## src/rtl/tla_pkg.sv

```systemverilog
// tla_pkg: shared types, constants and helpers of the toggle leakage accumulator
// used by the interfaces, controller, datapath and top level

package tla_pkg;

    localparam int SLOT_COUNT_DEF      = 1024;
    localparam int MAX_SIGNAL_BITS_DEF = 64;
    localparam int MAX_FILL_DEF        = 63;

    localparam int SLOT_W     = 10;
    localparam int BITS_W     = 7;
    localparam int STAMP_W    = 48;
    localparam int VALUE_W    = 64;
    localparam int LEAK_W     = 17;
    localparam int DS_W       = 32;
    localparam int INDEX_W    = STAMP_W + 1;
    localparam int DIV_CNT_W  = 6;
    localparam int CFG_IDX_W  = 2;

    localparam logic [LEAK_W-1:0]    LEAK_MAX = 17'd65536;
    localparam logic [DIV_CNT_W-1:0] DIV_STEPS = 6'd48;

    typedef enum logic [1:0] {
        CMD_DECLARE = 2'd0,
        CMD_STAMP   = 2'd1,
        CMD_CHANGE  = 2'd2,
        CMD_END     = 2'd3
    } cmd_t;

    localparam logic [CFG_IDX_W-1:0] REG_LEAKAGE_MODEL = 2'd0;
    localparam logic [CFG_IDX_W-1:0] REG_ALIGN_MODE    = 2'd1;
    localparam logic [CFG_IDX_W-1:0] REG_DOWNSAMPLE    = 2'd2;

    typedef struct packed {
        logic clear_step;
        logic capture;
        logic decl_write;
        logic chg_read;
        logic chg_calc;
        logic chg_acc;
        logic div_step;
        logic eval;
        logic emit_step;
    } ctrl_cmd_t;

    typedef struct packed {
        logic clear_done;
        cmd_t in_cmd;
        logic align;
        logic div_done;
        logic emit_done;
    } ctrl_status_t;

    function automatic logic [VALUE_W-1:0] width_mask(input logic [BITS_W-1:0] bits);
        logic [VALUE_W-1:0] m;
        if (bits >= 7'd64)
            m = '1;
        else
            m = (64'd1 << bits) - 64'd1;
        return m;
    endfunction

endpackage

```

## src/rtl/tla_ctrl.sv

```systemverilog
// tla_ctrl: sequencing state machine of the toggle leakage accumulator
// depends on tla_pkg for command and status structs

module tla_ctrl (
    input  logic                  clk,
    input  logic                  rst_n,
    input  logic                  item_valid,
    output logic                  item_ready,
    input  tla_pkg::ctrl_status_t status,
    output tla_pkg::ctrl_cmd_t    cmd
);

    typedef enum logic [3:0] {
        S_CLEAR,
        S_IDLE,
        S_DECL,
        S_RD,
        S_CALC,
        S_ACC,
        S_DIV,
        S_EVAL,
        S_EMIT
    } state_t;

    state_t state_reg;
    state_t state_next;

    always_ff @(posedge clk or negedge rst_n)
    begin
        if (!rst_n)
            state_reg <= S_CLEAR;
        else
            state_reg <= state_next;
    end

    assign item_ready = (state_reg == S_IDLE);

    always_comb
    begin
        cmd        = '0;
        state_next = state_reg;
        unique case (state_reg)
            S_CLEAR:
            begin
                cmd.clear_step = 1'b1;
                if (status.clear_done)
                    state_next = S_IDLE;
            end
            S_IDLE:
            begin
                if (item_valid)
                begin
                    cmd.capture = 1'b1;
                    unique case (status.in_cmd)
                        tla_pkg::CMD_DECLARE: state_next = S_DECL;
                        tla_pkg::CMD_CHANGE:  state_next = S_RD;
                        tla_pkg::CMD_STAMP:   state_next = status.align ? S_DIV : S_EVAL;
                        tla_pkg::CMD_END:     state_next = S_EVAL;
                        default:              state_next = S_IDLE;
                    endcase
                end
            end
            S_DECL:
            begin
                cmd.decl_write = 1'b1;
                state_next     = S_IDLE;
            end
            S_RD:
            begin
                cmd.chg_read = 1'b1;
                state_next   = S_CALC;
            end
            S_CALC:
            begin
                cmd.chg_calc = 1'b1;
                state_next   = S_ACC;
            end
            S_ACC:
            begin
                cmd.chg_acc = 1'b1;
                state_next  = S_IDLE;
            end
            S_DIV:
            begin
                if (status.div_done)
                    state_next = S_EVAL;
                else
                    cmd.div_step = 1'b1;
            end
            S_EVAL:
            begin
                cmd.eval   = 1'b1;
                state_next = S_EMIT;
            end
            S_EMIT:
            begin
                cmd.emit_step = 1'b1;
                if (status.emit_done)
                    state_next = S_IDLE;
            end
            default: state_next = S_IDLE;
        endcase
    end

endmodule

```

## config.mk

```make
export PLATFORM = sky130hd
export DESIGN_NAME = tla_ctrl
export DESIGN_NICKNAME = d
export VERILOG_FILES = /design/src/rtl/tla_pkg.sv /design/src/rtl/tla_ctrl.sv
export SDC_FILE = /design/constraint.sdc
export NUM_CORES = 1
export LEC_CHECK = 0
export BUFFER_PORTS_ARGS = -buffer_cell sky130_fd_sc_hd__buf_2
export CORE_AREA = 4 4 41 43
export DETAILED_ROUTE_END_ITERATION = 10
export DIE_AREA = 0 0 45 47
export GPL_TIMING_DRIVEN = 0
export PLACE_DENSITY = 0.56
export SLEW_MARGIN = 10
export SYNTH_ARGS = -nofsm -noshare
export SYNTH_HDL_FRONTEND = slang
export SYNTH_SLANG_ARGS = --single-unit
```

## constraint.sdc

```tcl
create_clock -name clk -period 1.55 [get_ports clk]
set_input_delay 0.155 -clock clk [delete_from_list [all_inputs] [get_ports clk]]
set_output_delay 0.155 -clock clk [all_outputs]
set_load 0.03 [all_outputs]
```

**Word-level counts from Yosys, hierarchy flattened**

Index checks and enable logic that the tools add are counted.

- Logic and storage cells: 37
- Output and inout bits: 10
- Input port bits: 9
- Register bits after elaboration: 4

- Eq/ne operators: 15
- Reductions and logical operators: 3
- Mux-type cells: 18

Operators with widths:

| operator | count |
|---|---|
| 4-bit one-hot mux with 7 select lines | 1 |
| 4-bit by 3-bit equality test with 1-bit output, second input constant | 4 |
| 4-bit 2-to-1 mux | 4 |
| 4-bit one-hot mux with 4 select lines | 1 |
| 1-bit 2-to-1 mux | 12 |
| 4-bit by 2-bit equality test with 1-bit output, second input constant | 2 |
| 2-bit inequality test, second input constant | 4 |
| 2-bit equality test, second input constant | 2 |
| 4-bit by 1-bit equality test with 1-bit output, second input constant | 1 |
| 4-bit equality test, second input constant | 1 |
| 4-bit zero test | 1 |
| 4-bit AND reduction | 1 |
| 2-bit by 1-bit equality test with 1-bit output, second input constant | 1 |
| 2-bit zero test | 1 |

**Longest topological paths before layout**

- Word-level depth: 4
- Mapped depth: 4
- Mapped depth without buffers: 3

**Least setup slack after synthesis**

OpenSTA, ideal clock, no wires.

- Path kind: register to output
- Start: register state_reg[0]
- End: output cmd[8] (netlist name)
- Required time: 1.395 ns
- Setup slack: -0.166 ns
- Arrival: 1.561 ns
- Path buffers: 1
- Cell stages (with the launch flop): 3
- Path through: dfrtp_1 > buf_2 > nor4_1

RTL lines:

| what | line | text |
|---|---|---|
| from (decl) | tla_ctrl.sv:25 | `state_t state_reg;` |
| from (signal assigned) | tla_ctrl.sv:33 | `state_reg <= state_next;` |
| to (decl) | tla_ctrl.sv:10 | `output tla_pkg::ctrl_cmd_t cmd` |

==> flow_summary_export.csv <==
group,metric,value,unit
cts,cts_root_buffer,"clkbuf_4",
detailed_routing,detail_route.wirelength,1009,um
sta,period_minus_slack,1496,ps
detailed_routing,wl_per_cell,12.77,um
synth,syn_nets,51,
synth,synth.cells.most_frequent,"dfrtp_1, nor3_1",
floorplanning,die_y,47,um
cts,h-tree-depth,1,
pwr,clkPwrFrac,11.4,%
floorplanning,core,1301,um2
critical_path,required,1390,ps
global_route,antenna_found_initial,0,
sta,rsz0062_at_grt,"true",
cells_and_area,largest_reg_flops,4,
global_route,grt_pass1_wl,1669,um
critical_path,path_cells,"clkbuf_4 > nor4_2 > buf_2",
pwr,switching_share,48.64,%
pwr,p_leak,0.2727,nW
pwr,power,0.001126,W
cts,cts_sinks,4,
critical_path,crit_family,"buffers and inverters",
job,maxCapViolations,0,
cts,cts_tree,"done",
cells_and_area,multi_input_area,271.5,um2
pwr,seqPwrFrac,17.6,%
detailed_routing,drcViolationCount,0,
sta,hold_slack,213.4,ps
cells_and_area,drive_above_1_share,51.56,%
sta,max_freq,668.4,MHz
synth,syn_inst,42,
floorplanning,num_rows,13,
floorplanning,die_area,2115,um2
cts,cts_buffer_depth,2,
cts,clkLatencyLatePin,240,ps
sta,hold_viol,0,
critical_path,start_kind,"flop",
sta,relSlewSlack,83.33,%
synth,synth_flop_cell,"dfrtp_1",
synth,ys_ff_latch,4,
synth,synth_edf_count,0,
hold_path,hp-class,"in -> reg",
global_route,grt.total_usage,11.00,%
cells_and_area,area_delta_synth_final,49.68,%
synth,netlist.area_leader.share,25.97,%
pwr,power_switching,0.0005476,W
status,outcome,"complete, no violations",
cts,cts.clk_slew.worst_paths,40,ps
cells_and_area,register_area,100.1,um2
sta,tightestPinTransition,249.1,ps
critical_path,critPathMaxFanout,10,
detailed_routing,post_drt_via_cell_ratio,5.038,
detailed_routing,antenna_left,0,
synth,ys_types,30,
synth,syn_avg_cell_area,9.175,um2
cts,postCtsSetupBuffers,0,
detailed_routing,drt-initial-drc-count,7,
pwr,power_density,1952,nW/um2
place,port_buffers,18,
sta,finClkSkew,7.067,ps
global_route,grt_start_max_net_pins,11,
critical_path,path_class,"reg -> out",
synth,synth_area_leader_cell,"dfrtp_1",
cells_and_area,fill_cells,140,
floorplanning,io_pins,19,
global_route,grt.overflow.total,0,
synth,async_reset_ff_share,100.0,%
sta,setup_tns,0,ps
synth,synth_warnings,0,
detailed_routing,drt_pass1_iterations,4,
place,place.gp.congestion,0.7289,
pwr,combPwrFrac,71.0,%
sta,fin_crit_sh,96.53,%
cells_and_area,antenna-diode-count,0,
critical_path,r2r_setup_slack,200,ps
global_route,grt_pass1_vias,407,
pwr,p_int,0.0005783,W
detailed_routing,vias,398,
place,dp.final_hpwl,776.9,um
pwr,vdd_drop_max,0.8791,mV
cells_and_area,layout.nets,75,
critical_path,worst-path-buf-inv,2,
critical_path,critPathCaptureType,"output port",
synth,synthTopCellsByArea,"dfrtp_1, nor4b_2, buf_6, mux2i_1, nor3_1",
sta,setup_viol,0,
synth,syn_area,385.4,um2
critical_path,worstPathArrival,1340,ps
critical_path,critical_path.slowest_cell,"dfrtp_1",
synth,synth_seq_area_share,25.97,%
floorplanning,die_x,45,um
sta,drv_slew,0,
cts,numCtsBuffers,3,
floorplanning,initial_core_util,29.62,%
critical_path,slowest_delay,410,ps
-- power by group through the flow --
stage / clock network (W) / registers [W] / logic (W)
final: 0.000128 / 0.000198 / 0.000800
after global routing: 0.000142 / 0.000201 / 0.000863
after CTS: 0.000130 / 0.000198 / 0.000781
after detailed placement: 0 / 0.000199 / 0.000762
after global placement: 0 / 0.000199 / 0.000759
after floorplan: 0 / 0.000187 / 0.000606
-- worst reg2reg max path, stage by stage (launching register included) --
cell,delay (ps)
dfrtp_1,410
buf_6,160
or3b_1,370
a22oi_1,180
o21bai_1,110
-- per-stage QoR --
stage,area (um2),util [%],worst slack (ps),cells
6_report,576.8,44.33,53.85,79
5_1_grt,576.8,44.33,-0.7696,79
4_1_cts,558.0,42.88,21.04,79
3_5_place_dp,514.2,39.52,193.3,75
3_3_place_gp,514.2,39.52,202.5,75
2_1_floorplan,405.4,-,-24.44,42
-- path summary, 6_finish.rpt --
check,startpoint,to,cells past startpoint
worst min-delay path,status[0],state_reg[3],3
max in group asynchronous,rst_n,state_reg[1],2
worst max register to register,state_reg[3],state_reg[2],4
worst min register to register,state_reg[3],state_reg[1],2
worst max-delay path,state_reg[0],cmd[8],3
min in group asynchronous,rst_n,state_reg[2],2
-- final cells by class --
type | instances | area share, %
plain buffers | 4 | 6.508
clock buffers | 3 | 3.905
inverters | 2 | 1.302
multi-input cells | 32 | 47.07
flip-flops and latches | 4 | 17.35
well taps | 15 | 3.254
repair buffers | 19 | 20.61
-- kinds of logic after synthesis --
kind of cell	Yosys count	synth area share, %
buffers and inverters	6	11.04
AOI/OAI and AO/OA	10	18.83
muxes	2	5.195
DFF	4	25.98
and+or+nand+nor	20	38.97
-- per-layer routing --
layer | wire length (um) | GRT usage, %
met2 | 467 | 16.95
met1 | 458 | 13.47
met4 | 0 | 5.263
met5 | 0 | 0
met3 | 83 | 4.215
-- cells in the final DEF, fill, tap and decap left out, drive strengths merged, types with 2 or more instances in the layout --
cell type	netlist	layout
inv	2	2
nor2	2	2
nor4b	2	2
nor3	4	4
a21oi	2	2
nor2b	2	2
dfrtp	4	4
a21o	2	2
buf	4	20
nand2b	2	2
mux2i	2	2
clkbuf	0	5
-- what timing repair did --
action	in CTS	in global routing
endpoints found under the setup margin	1	6
hold endpoints to repair	4	0
hold buffers	1	0
pin swaps	0	2
gates resized for setup	2	9
(Power assumes the default switching activity.)
